File: src/design/efr_pkg.sv
// ----------------------------------------------------------------------------
// Escaped frame receiver package
// Phase and status codes and register indexes shared by the receiver files.
// ----------------------------------------------------------------------------
`timescale 1ns / 1ps
`default_nettype none

package efr_pkg;

   typedef enum logic [2:0] {
      PH_START = 3'd0,
      PH_ID    = 3'd1,
      PH_DEST  = 3'd2,
      PH_SRC   = 3'd3,
      PH_SIZE  = 3'd4,
      PH_DATA  = 3'd5,
      PH_CHECK = 3'd6,
      PH_READY = 3'd7
   } phase_type;

   typedef enum logic [2:0] {
      ST_OK    = 3'd0,
      ST_FRAME = 3'd1,
      ST_CHECK = 3'd2,
      ST_OVER  = 3'd3,
      ST_WAIT  = 3'd4
   } status_type;

   typedef enum logic [2:0] {
      REG_ESC_ENABLE = 3'd0,
      REG_START      = 3'd1,
      REG_ESC_CHAR   = 3'd2,
      REG_ESC_XOR    = 3'd3,
      REG_MAX_LOAD   = 3'd4
   } reg_index_type;

   localparam logic [7:0] SUM_INIT = 8'hFF;

endpackage

`default_nettype wire

File: src/design/escaped_frame_receiver_top.sv
// ----------------------------------------------------------------------------
// Escaped frame receiver
// Deframes a byte-stuffed stream with header fields, payload and checksum.
// ----------------------------------------------------------------------------
//  Channel  Direction  Word contents
//  req      in         tdata: data_byte; tuser: action
//  rsp      out        tdata: frame result fields; tuser: status
//  csr      in         register index and write data, always ready
//
// One word per cycle is accepted unless a held result stalls; the single result
// register sets this rate, and a result is in it in the cycle after its word.
// A new word is taken while the held result is being read out.
// Reset is synchronous and restores register defaults and an empty frame.
// A stalled result holds until taken and input stalls only behind it.
`timescale 1ns / 1ps
`default_nettype none

module escaped_frame_receiver_top (
   input  wire logic        clock,
   input  wire logic        reset,
   input  wire logic        req_tvalid,
   output logic             req_tready,
   input  wire logic [7:0]  req_tdata,   // [7:0] data_byte
   input  wire logic        req_tuser,   // [0] action
   output logic             rsp_tvalid,
   input  wire logic        rsp_tready,
   // [0] payload_valid, [8:1] payload_index, [16:9] payload_byte,
   // [17] frame_done, [25:18] frame_id, [33:26] dest_address,
   // [41:34] source_address, [49:42] payload_size, [55:50] zero
   output logic [55:0]      rsp_tdata,
   output logic [2:0]       rsp_tuser,   // [2:0] status
   input  wire logic        csr_valid,
   output logic             csr_ready,
   input  wire logic [2:0]  csr_index,
   input  wire logic [7:0]  csr_data
);

   logic                 esc_enable_ff;
   logic [7:0]           start_ff;
   logic [7:0]           esc_char_ff;
   logic [7:0]           esc_xor_ff;
   logic [7:0]           max_load_ff;

   efr_pkg::phase_type   phase_ff, phase_in;
   logic                 pending_ff, pending_in;
   logic [7:0]           sum_ff, sum_in;
   logic [7:0]           count_ff, count_in;
   logic [7:0]           length_ff, length_in;
   logic [7:0]           id_ff, id_in;
   logic [7:0]           dest_ff, dest_in;
   logic [7:0]           source_ff, source_in;

   efr_pkg::status_type  status_in;
   logic                 pvalid_in;
   logic [7:0]           pindex_in;
   logic [7:0]           pbyte_in;
   logic                 done_in;

   logic                 rsp_valid_ff;
   logic [55:0]          rsp_data_ff;
   logic [2:0]           rsp_user_ff;

   logic                 accept;
   logic [7:0]           byte_dec;
   logic                 pend_dec;
   logic                 is_esc;
   logic                 is_start;

   assign csr_ready  = 1'b1;
   assign req_tready = !rsp_valid_ff || rsp_tready;
   assign accept     = req_tvalid && req_tready;
   assign rsp_tvalid = rsp_valid_ff;
   assign rsp_tdata  = rsp_data_ff;
   assign rsp_tuser  = rsp_user_ff;

   always_ff @(posedge clock) begin
      if (reset) begin
         esc_enable_ff <= 1'b0;
         start_ff      <= 8'h7E;
         esc_char_ff   <= 8'h7D;
         esc_xor_ff    <= 8'h20;
         max_load_ff   <= 8'hFF;
      end else if (csr_valid) begin
         case (efr_pkg::reg_index_type'(csr_index))
            efr_pkg::REG_ESC_ENABLE: esc_enable_ff <= csr_data[0];
            efr_pkg::REG_START:      start_ff      <= csr_data;
            efr_pkg::REG_ESC_CHAR:   esc_char_ff   <= csr_data;
            efr_pkg::REG_ESC_XOR:    esc_xor_ff    <= csr_data;
            efr_pkg::REG_MAX_LOAD:   max_load_ff   <= csr_data;
            default: ;
         endcase
      end
   end

   assign is_esc   = esc_enable_ff && (req_tdata == esc_char_ff);
   assign is_start = esc_enable_ff && (req_tdata == start_ff);
   assign pend_dec = pending_ff && !esc_enable_ff;
   assign byte_dec = (esc_enable_ff && pending_ff) ? (req_tdata ^ esc_xor_ff) : req_tdata;

   always_comb begin
      phase_in  = phase_ff;
      pending_in = pending_ff;
      sum_in    = sum_ff;
      count_in  = count_ff;
      length_in = length_ff;
      id_in     = id_ff;
      dest_in   = dest_ff;
      source_in = source_ff;
      status_in = efr_pkg::ST_OK;
      pvalid_in = 1'b0;
      pindex_in = 8'd0;
      pbyte_in  = 8'd0;
      done_in   = 1'b0;

      if (req_tuser) begin
         status_in = efr_pkg::ST_OK;
      end else if (phase_ff == efr_pkg::PH_READY) begin
         status_in = efr_pkg::ST_WAIT;
      end else if (is_esc) begin
         if (pending_ff) begin
            status_in = efr_pkg::ST_FRAME;
         end else begin
            pending_in = 1'b1;
         end
      end else if (is_start && phase_ff != efr_pkg::PH_START) begin
         status_in = efr_pkg::ST_FRAME;
      end else begin
         pending_in = pend_dec;
         case (phase_ff)
            efr_pkg::PH_START: begin
               if (byte_dec != start_ff) status_in = efr_pkg::ST_FRAME;
            end
            efr_pkg::PH_SIZE: begin
               if (byte_dec == 8'd0) status_in = efr_pkg::ST_FRAME;
            end
            efr_pkg::PH_DATA: begin
               if (count_ff == max_load_ff) status_in = efr_pkg::ST_OVER;
            end
            efr_pkg::PH_CHECK: begin
               if (byte_dec != sum_ff) status_in = efr_pkg::ST_CHECK;
            end
            default: ;
         endcase

         if (status_in == efr_pkg::ST_OK && !pend_dec) begin
            case (phase_ff)
               efr_pkg::PH_START: begin
                  sum_in   = efr_pkg::SUM_INIT;
                  phase_in = efr_pkg::PH_ID;
               end
               efr_pkg::PH_ID: begin
                  id_in    = byte_dec;
                  sum_in   = sum_ff - byte_dec;
                  phase_in = efr_pkg::PH_DEST;
               end
               efr_pkg::PH_DEST: begin
                  dest_in  = byte_dec;
                  sum_in   = sum_ff - byte_dec;
                  phase_in = efr_pkg::PH_SRC;
               end
               efr_pkg::PH_SRC: begin
                  source_in = byte_dec;
                  sum_in    = sum_ff - byte_dec;
                  phase_in  = efr_pkg::PH_SIZE;
               end
               efr_pkg::PH_SIZE: begin
                  count_in  = 8'd0;
                  length_in = byte_dec;
                  sum_in    = sum_ff - byte_dec;
                  phase_in  = efr_pkg::PH_DATA;
               end
               efr_pkg::PH_DATA: begin
                  pvalid_in = 1'b1;
                  pindex_in = count_ff;
                  pbyte_in  = byte_dec;
                  count_in  = count_ff + 8'd1;
                  sum_in    = sum_ff - byte_dec;
                  if (count_ff + 8'd1 == length_ff) phase_in = efr_pkg::PH_CHECK;
               end
               efr_pkg::PH_CHECK: begin
                  done_in  = 1'b1;
                  phase_in = efr_pkg::PH_READY;
               end
               default: begin
                  status_in = efr_pkg::ST_FRAME;
               end
            endcase
         end
      end

      if (req_tuser || (status_in != efr_pkg::ST_OK && status_in != efr_pkg::ST_WAIT)) begin
         phase_in   = efr_pkg::PH_START;
         pending_in = 1'b0;
         sum_in     = efr_pkg::SUM_INIT;
         count_in   = 8'd0;
         length_in  = 8'd0;
      end
   end

   always_ff @(posedge clock) begin
      if (reset) begin
         phase_ff   <= efr_pkg::PH_START;
         pending_ff <= 1'b0;
         sum_ff     <= efr_pkg::SUM_INIT;
         count_ff   <= 8'd0;
         length_ff  <= 8'd0;
         id_ff      <= 8'd0;
         dest_ff    <= 8'd0;
         source_ff  <= 8'd0;
      end else if (accept) begin
         phase_ff   <= phase_in;
         pending_ff <= pending_in;
         sum_ff     <= sum_in;
         count_ff   <= count_in;
         length_ff  <= length_in;
         id_ff      <= id_in;
         dest_ff    <= dest_in;
         source_ff  <= source_in;
      end
   end

   always_ff @(posedge clock) begin
      if (reset) begin
         rsp_valid_ff <= 1'b0;
      end else if (accept) begin
         rsp_valid_ff <= 1'b1;
      end else if (rsp_tready) begin
         rsp_valid_ff <= 1'b0;
      end
   end

   always_ff @(posedge clock) begin
      if (accept) begin
         rsp_data_ff <= {6'd0, length_in, source_in, dest_in, id_in, done_in,
                         pbyte_in, pindex_in, pvalid_in};
         rsp_user_ff <= status_in;
      end
   end

endmodule

`default_nettype wire

File: config.mk
export PLATFORM = sky130hd
export DESIGN_NAME = escaped_frame_receiver_top
export DESIGN_NICKNAME = d
export VERILOG_FILES = /design/src/design/efr_pkg.sv /design/src/design/escaped_frame_receiver_top.sv
export SDC_FILE = /design/constraint.sdc
export NUM_CORES = 1
export LEC_CHECK = 0
export ABC_AREA = 1
export BUFFER_PORTS_ARGS = -buffer_cell sky130_fd_sc_hd__buf_2
export CAP_MARGIN = 20
export CORE_MARGIN = 5
export CORE_UTILIZATION = 41
export CTS_BUF_LIST = sky130_fd_sc_hd__clkbuf_16
export DETAILED_ROUTE_END_ITERATION = 12
export GPL_TIMING_DRIVEN = 0
export MAX_ROUTING_LAYER = met4
export PLACE_DENSITY = 0.61
export SLEW_MARGIN = 15
export SYNTH_ARGS = -nofsm -noshare
export SYNTH_HDL_FRONTEND = slang
export SYNTH_SLANG_ARGS = --single-unit
File: constraint.sdc
create_clock -name clock -period 5.8 [get_ports clock]
set_input_delay 0.58 -clock clock [delete_from_list [all_inputs] [get_ports clock]]
set_output_delay 0.58 -clock clock [all_outputs]
set_load 0.005 [all_outputs]
=== Yosys cells after proc, flatten, opt, wreduce, memory -nomap -nowiden ===
Cells that the tools add are included.

* RAM bits: 0
* Memory bits (read-only): 0
* Output and inout port bits: 62
* Bits in latches: 0
* Register bits after elaboration: 139
* Memories: 0
* Word-level logic and storage cells: 157
* Bits of input ports: 25

* Reduce and logical (&&, ||, !) cells: 37
* $lt $le $gt $ge: 0
* Bitwise operators: 3
* Multipliers: 0
* Equality and inequality tests: 24
* Multiplexer cells: 73
* Add/subtract/negate cells: 2
* Divide/modulo/power cells: 0
* Shift-type cells: 0

{| class="wikitable"
|+ Operators with widths
! kind !! count
|-
| $mux W8 || 38
|-
| $mux W3 || 17
|-
| $eq A8 B8 Y1 || 4
|-
| $pmux W8 S2 || 2
|-
| $pmux W3 S7 || 1
|-
| $ne A8 B8 Y1 || 2
|-
| $eq A3 B3 Y1 const B || 5
|-
| $reduce_and A7 Y1 || 2
|-
| $eq A3 B2 Y1 const B || 4
|-
| $mux W1 || 12
|-
| $reduce_bool A3 Y1 || 4
|-
| $reduce_and A2 Y1 || 5
|-
| $reduce_or A5 Y1 || 2
|-
| $logic_not A3 Y1 || 3
|-
| $add A8 B1 Y8 const B || 1
|-
| $logic_and A1 B1 Y1 || 8
|-
| $logic_not A8 Y1 || 1
|-
| $ne A2 B1 Y1 const B || 4
|-
| $pmux W2 S4 || 1
|-
| $reduce_and A8 Y1 || 1
|-
| $reduce_bool A8 Y1 || 1
|-
| $sub A8 B8 Y8 || 1
|-
| $xor A8 B8 Y8 || 1
|-
| $reduce_or A7 Y1 || 1
|-
| other kinds (10) || 18
|}

=== Longest topological paths before layout ===
* Depth after elaboration: 21
* Gate-level depth with buffers: 20
* Depth with buffers taken out: 19

=== Least setup slack after synthesis ===
No wires, ideal clock.

* Path type: input-to-reg
* Start: input rsp_tready
* End: register source_ff[0]
* Data required time: 5687 ps
* Slack: 2640 ps
* Library setup time: 113 ps
* Data arrival time: 3048 ps
* Path buffers: 1
* Cell stages on the path: 8
* Path through: inv_1 -> nand2_1 -> nand2_1 -> clkinv_1 -> clkbuf_1 -> o211ai_1 -> nand2_1 -> inv_1

* Cells in the longest elaborated chain, start to end: 2

{| class="wikitable"
|+ Ends and longest elaborated chain
! what !! line !! source
|-
| start, declared || escaped_frame_receiver_top.sv:26 || <nowiki>input wire logic rsp_tready,</nowiki>
|-
| $logic_or A1 B1 Y1 || escaped_frame_receiver_top.sv:70 || <nowiki>assign req_tready = !rsp_valid_ff || rsp_tready;</nowiki>
|-
| named net req_tready || escaped_frame_receiver_top.sv:22 || <nowiki>output logic req_tready,</nowiki>
|-
| $logic_and A1 B1 Y1 || escaped_frame_receiver_top.sv:71 || <nowiki>assign accept = req_tvalid && req_tready;</nowiki>
|-
| named net accept || escaped_frame_receiver_top.sv:63 || <nowiki>logic accept;</nowiki>
|-
| end signal, assigned || escaped_frame_receiver_top.sv:218 || <nowiki>source_ff <= source_in;</nowiki>
|-
| end, declared || escaped_frame_receiver_top.sv:51 || <nowiki>logic [7:0] source_ff, source_in;</nowiki>
|}

The timed path passes the listed nets, and every way through them passes these cells.
A chain may end at the register's enable or synchronous reset.

=== Worst setup path after layout ===
* Start: register esc_enable_ff
* End: register rsp_data_ff[49], in the netlist rsp_tdata[49], data pin

* Cells in the longest elaborated chain, start to end: 20
* Elaborated cells on any way between the ends: 38
* Those cells by class: eq/ne (3); mux (22); reduce/logical (13)

{| class="wikitable"
|+ Ends and longest elaborated chain
! what !! line !! source
|-
| start, declared || escaped_frame_receiver_top.sv:38 || <nowiki>logic esc_enable_ff;</nowiki>
|-
| start signal, assigned || escaped_frame_receiver_top.sv:85 || <nowiki>efr_pkg::REG_ESC_ENABLE: esc_enable_ff <= csr_data[0];</nowiki>
|-
| $logic_and A1 B1 Y1 (*) || escaped_frame_receiver_top.sv:98 || <nowiki>assign byte_dec = (esc_enable_ff && pending_ff) ? (req_tdata ^ esc_xor_ff) : req_tdata;</nowiki>
|-
| $mux W8 (*) || escaped_frame_receiver_top.sv:98 ||
|-
| named net byte_dec[0] || escaped_frame_receiver_top.sv:64 || <nowiki>logic [7:0] byte_dec;</nowiki>
|-
| $ne A8 B8 Y1, or another cell as far along || escaped_frame_receiver_top.sv:131 || <nowiki>if (byte_dec != start_ff) status_in = efr_pkg::ST_FRAME;</nowiki>
|-
| $mux W1, or another cell as far along || escaped_frame_receiver_top.sv:131 ||
|-
| $pmux W2 S4 (*) || escaped_frame_receiver_top.sv:129 || <nowiki>case (phase_ff)</nowiki>
|-
| $mux W3 (*) || escaped_frame_receiver_top.sv:125 || <nowiki>end else if (is_start && phase_ff != efr_pkg::PH_START) begin</nowiki>
|-
| $mux W3 (*) || escaped_frame_receiver_top.sv:119 || <nowiki>end else if (is_esc) begin</nowiki>
|-
| [6 not listed] || -- ||
|-
| $mux W3 || escaped_frame_receiver_top.sv:119 ||
|-
| $mux W3 || escaped_frame_receiver_top.sv:117 || <nowiki>end else if (phase_ff == efr_pkg::PH_READY) begin</nowiki>
|-
| $mux W3 || escaped_frame_receiver_top.sv:115 || <nowiki>if (req_tuser) begin</nowiki>
|-
| $ne A3 B3 Y1 / $reduce_bool A3 Y1 (equally long branches) || escaped_frame_receiver_top.sv:191 || <nowiki>if (req_tuser || (status_in != efr_pkg::ST_OK && status_in != efr_pkg::ST_WAIT)) begin</nowiki>
|-
| $logic_and A1 B1 Y1 || escaped_frame_receiver_top.sv:191 ||
|-
| $logic_or A1 B1 Y1 || escaped_frame_receiver_top.sv:191 ||
|-
| $mux W8 (*) || escaped_frame_receiver_top.sv:191 ||
|-
| named net length_in[7] || escaped_frame_receiver_top.sv:48 || <nowiki>logic [7:0] length_ff, length_in;</nowiki>
|-
| end signal, assigned || escaped_frame_receiver_top.sv:234 || <nowiki>rsp_data_ff <= {6'd0, length_in, source_in, dest_in, id_in, done_in,</nowiki>
|-
| end, declared || escaped_frame_receiver_top.sv:60 || <nowiki>logic [55:0] rsp_data_ff;</nowiki>
|}

The timed path passes the listed nets; every way through them passes the cells marked *. The select of a mux whose other input is x is not followed.

==> reports/results.txt <==
Sum Neg Setup Slack: 0 ps
status: complete, no violations
min Tclk post-route: 2869 ps
Hold Crit Class: in -> reg
DRC: 0
Setup crit start: esc_enable_ff
PortBufs: 78
Lkg Pwr: 4.328 nW
Worst setup SP type: flop
VDD IR max: 0.0002023 V
crit-path max FO: 10
Power Density: 292.0 nW/um^2
Final Util: 48.85%
first-pass GRT wire length: 30.86 mm
Fmax achieved: 348.6 MHz
HP Start: csr_data[2]
initial core utilization: 41.55%
worst r2r src: esc_enable_ff
Int Power: 0.001881 W
Final Cycle Share: 49.47%
Synth Area in Compound Gates: 10.34%
root buffer cell: clkbuf_16
TritonCTS buffer count: 17
total global routing overflow: 0
total number of vias: 6596
clk_lat worst skew: 420 ps
gp weighted congestion: 0.8955
clk sinks: 139
number of flops mapped to enable cells by yosys: 53
clk buf depth: 2
sequential power share: 43.3%
layout cells sized above 1: 17.40%
area leader, netlist: dfxtp_1
CTS H-tree lvls: 4
die width: 144.9 um
Setup CP Type: reg -> reg
Iter 0 DRT Violations: 438
maxcap violations: 0
Synth async-reset ratio: 0%
initial antenna violation count: 0
vias per inst: 4.908
largest net degree at the start of global routing: 51
Placement Cell Area: 8190 um^2
syn_area_per_cell: 7.471 um^2
share of the synthesized area in the top cell type: 23.07%
P_sw: 0.0006810 W
clock skew: 7.852 ps
XOR/XNOR share of the synthesized area: 2.112%
CTS resizes: 0
Synth Cell Area: 7463 um^2
CTS Hold Buffers Added: 0
Slew Limit Headroom: 35.73%
Clock transition at path regs: 60 ps
CP endpoint kind: flop
drt pass-1 iters: 5
P&R area growth vs syn: 17.57%
reg2reg setup slack: 2930 ps
simple logic cell fraction of the synthesized area: 30.88%
final hold violation count: 0
post-synthesis mux area share: 0%
ANT cells: 0
Area contributors post-synth: dfxtp_1, edfxtp_1, nand2_1
total core area: 17960 um^2
Slew @ Worst Pin: 956.7 ps
arrival time worst endpoint: 3050 ps
post-DR wirelength/cell: 13.99 um
DRT antenna net count: 0
Comb power frac: 14.7%
Critical Path RT: 5980 ps
Row Count: 49
final non-filler cell area: 8775 um^2
Routed WL: 18.80 mm
main combinational cell family by area after synthesis: simple AND/OR/NAND/NOR gates
Post-CTS Setup Bufs: 0
Tot Pwr: 0.002562 W
Main synth FF type: dfxtp_1
sw frac: 26.58%
Die H: 144.9 um
Post-Synth Adder-Cell Area: 0.5029%
Final Worst Setup Slack: 2931 ps
Final nets: 1130
Setup WS pre-CTS: 2871 ps
Synth Instances: 999
RSZ-0062 raised after global routing: false
Ports: 87
Yosys warning total: 0
top-count cell post-synth: nand2_1
Slew Limit Fails: 0
share of total power in the clock network: 41.9%
Yosys cell types: 37
vias in the first global route: 6102
Post-synth top cells: nand2_1, inv_1, nor2_1
Post-DP HPWL: 13.98 mm
sequential-to-total area share from yosys stat: 44.39%
die footprint: 21000 um^2
flops & latches, synth: 139
GRT Overall Usage: 18.44%
TritonCTS clock tree: yes
setup violators final: 0
[path summary, 6_finish.rpt]
check / to / depth (start not counted)
worst max-delay path: rsp_tdata[49] / 16
worst min-delay path: esc_char_ff[2] / 3
worst max register to register: rsp_tdata[49] / 16
worst min register to register: sum_ff[0] / 2
[power groups by stage]
stage / Sequential, W / Clock, W / Combinational (W)
after CTS: 0.00111 / 0.00110 / 0.000378
final: 0.00111 / 0.00107 / 0.000378
after global routing: 0.00112 / 0.00115 / 0.000427
after detailed placement: 0.00113 / 0 / 0.000376
after global placement: 0.00113 / 0 / 0.000368
after floorplan: 0.00113 / 0 / 0.000260
[cells by family after synthesis]
kind of cell,count (synthesis)
simple gates,496
flops,139
other cells,2
compound gates,136
buf+inv,205
fa+ha+maj,3
xor+xnor,18
[critical path, stage by stage, from the launching register on]
cell	delay (ps)
dfxtp_1	330
buf_2	270
nand3_2	140
nand2_1	90
nand2_2	180
ha_1	360
nand3_1	80
nor2_1	100
nand2_1	90
nand2_2	110
nand2_4	80
nor2_8	110
nand3b_2	190
inv_1	230
nand2_1	120
nand3_1	110
inv_1	40
[state kept, by name (all words and copies together), names as in the netlist]
| name | count |
|---|---|
| length_ff | 8 |
| phase_ff | 3 |
| source_ff | 8 |
| count_ff | 8 |
| sum_ff | 8 |
| rsp_tdata | 50 |
| id_ff | 8 |
| start_ff | 8 |
| pending_ff | 1 |
| esc_enable_ff | 1 |
| rsp_tvalid | 1 |
| max_load_ff | 8 |
| rsp_tuser | 3 |
| dest_ff | 8 |
| esc_xor_ff | 8 |
| esc_char_ff | 8 |
[layout by cell type, fill, tap and decap left out, types with 18 or more instances in the layout]
master	synthesis	layout
inv_1	150	151
dfxtp_1	86	86
edfxtp_1	53	53
nor2_1	95	95
o211ai_1	33	33
nand2_2	18	18
nand3_1	75	75
a21oi_1	48	48
o21ai_0	51	51
nand2_1	248	248
buf_2	6	84
[routing by layer]
metal | part of all wire, % | track usage, % | vias to the layer above
met1 | 48 | 24.44 | 3002
met2 | 45 | 27.44 | 157
met4 | 2.5 | 6.968 | 0
met5 | 0 | - | -
met3 | 5.0 | 4.365 | 33
li1 | - | - | 3404
[through the flow]
step	hold slack [ps]	std cells
floorplan	441.7	1004
global placement	455.1	1311
detailed placement	462.1	1312
CTS	431.8	1344
global route	453.2	1344
finish	447.5	1344
[area by class of cell]
class,instances,area (um^2)
multi-input combinational,660,3298
clock buffer,17,425.4
fill,1797,9189
buffer,40,255.2
tap,229,286.5
inverter,165,619.3
clock inverter,15,158.9
sequential,139,3313
timing repair buffer,79,417.9
Power figures use the tool's default switching activity.
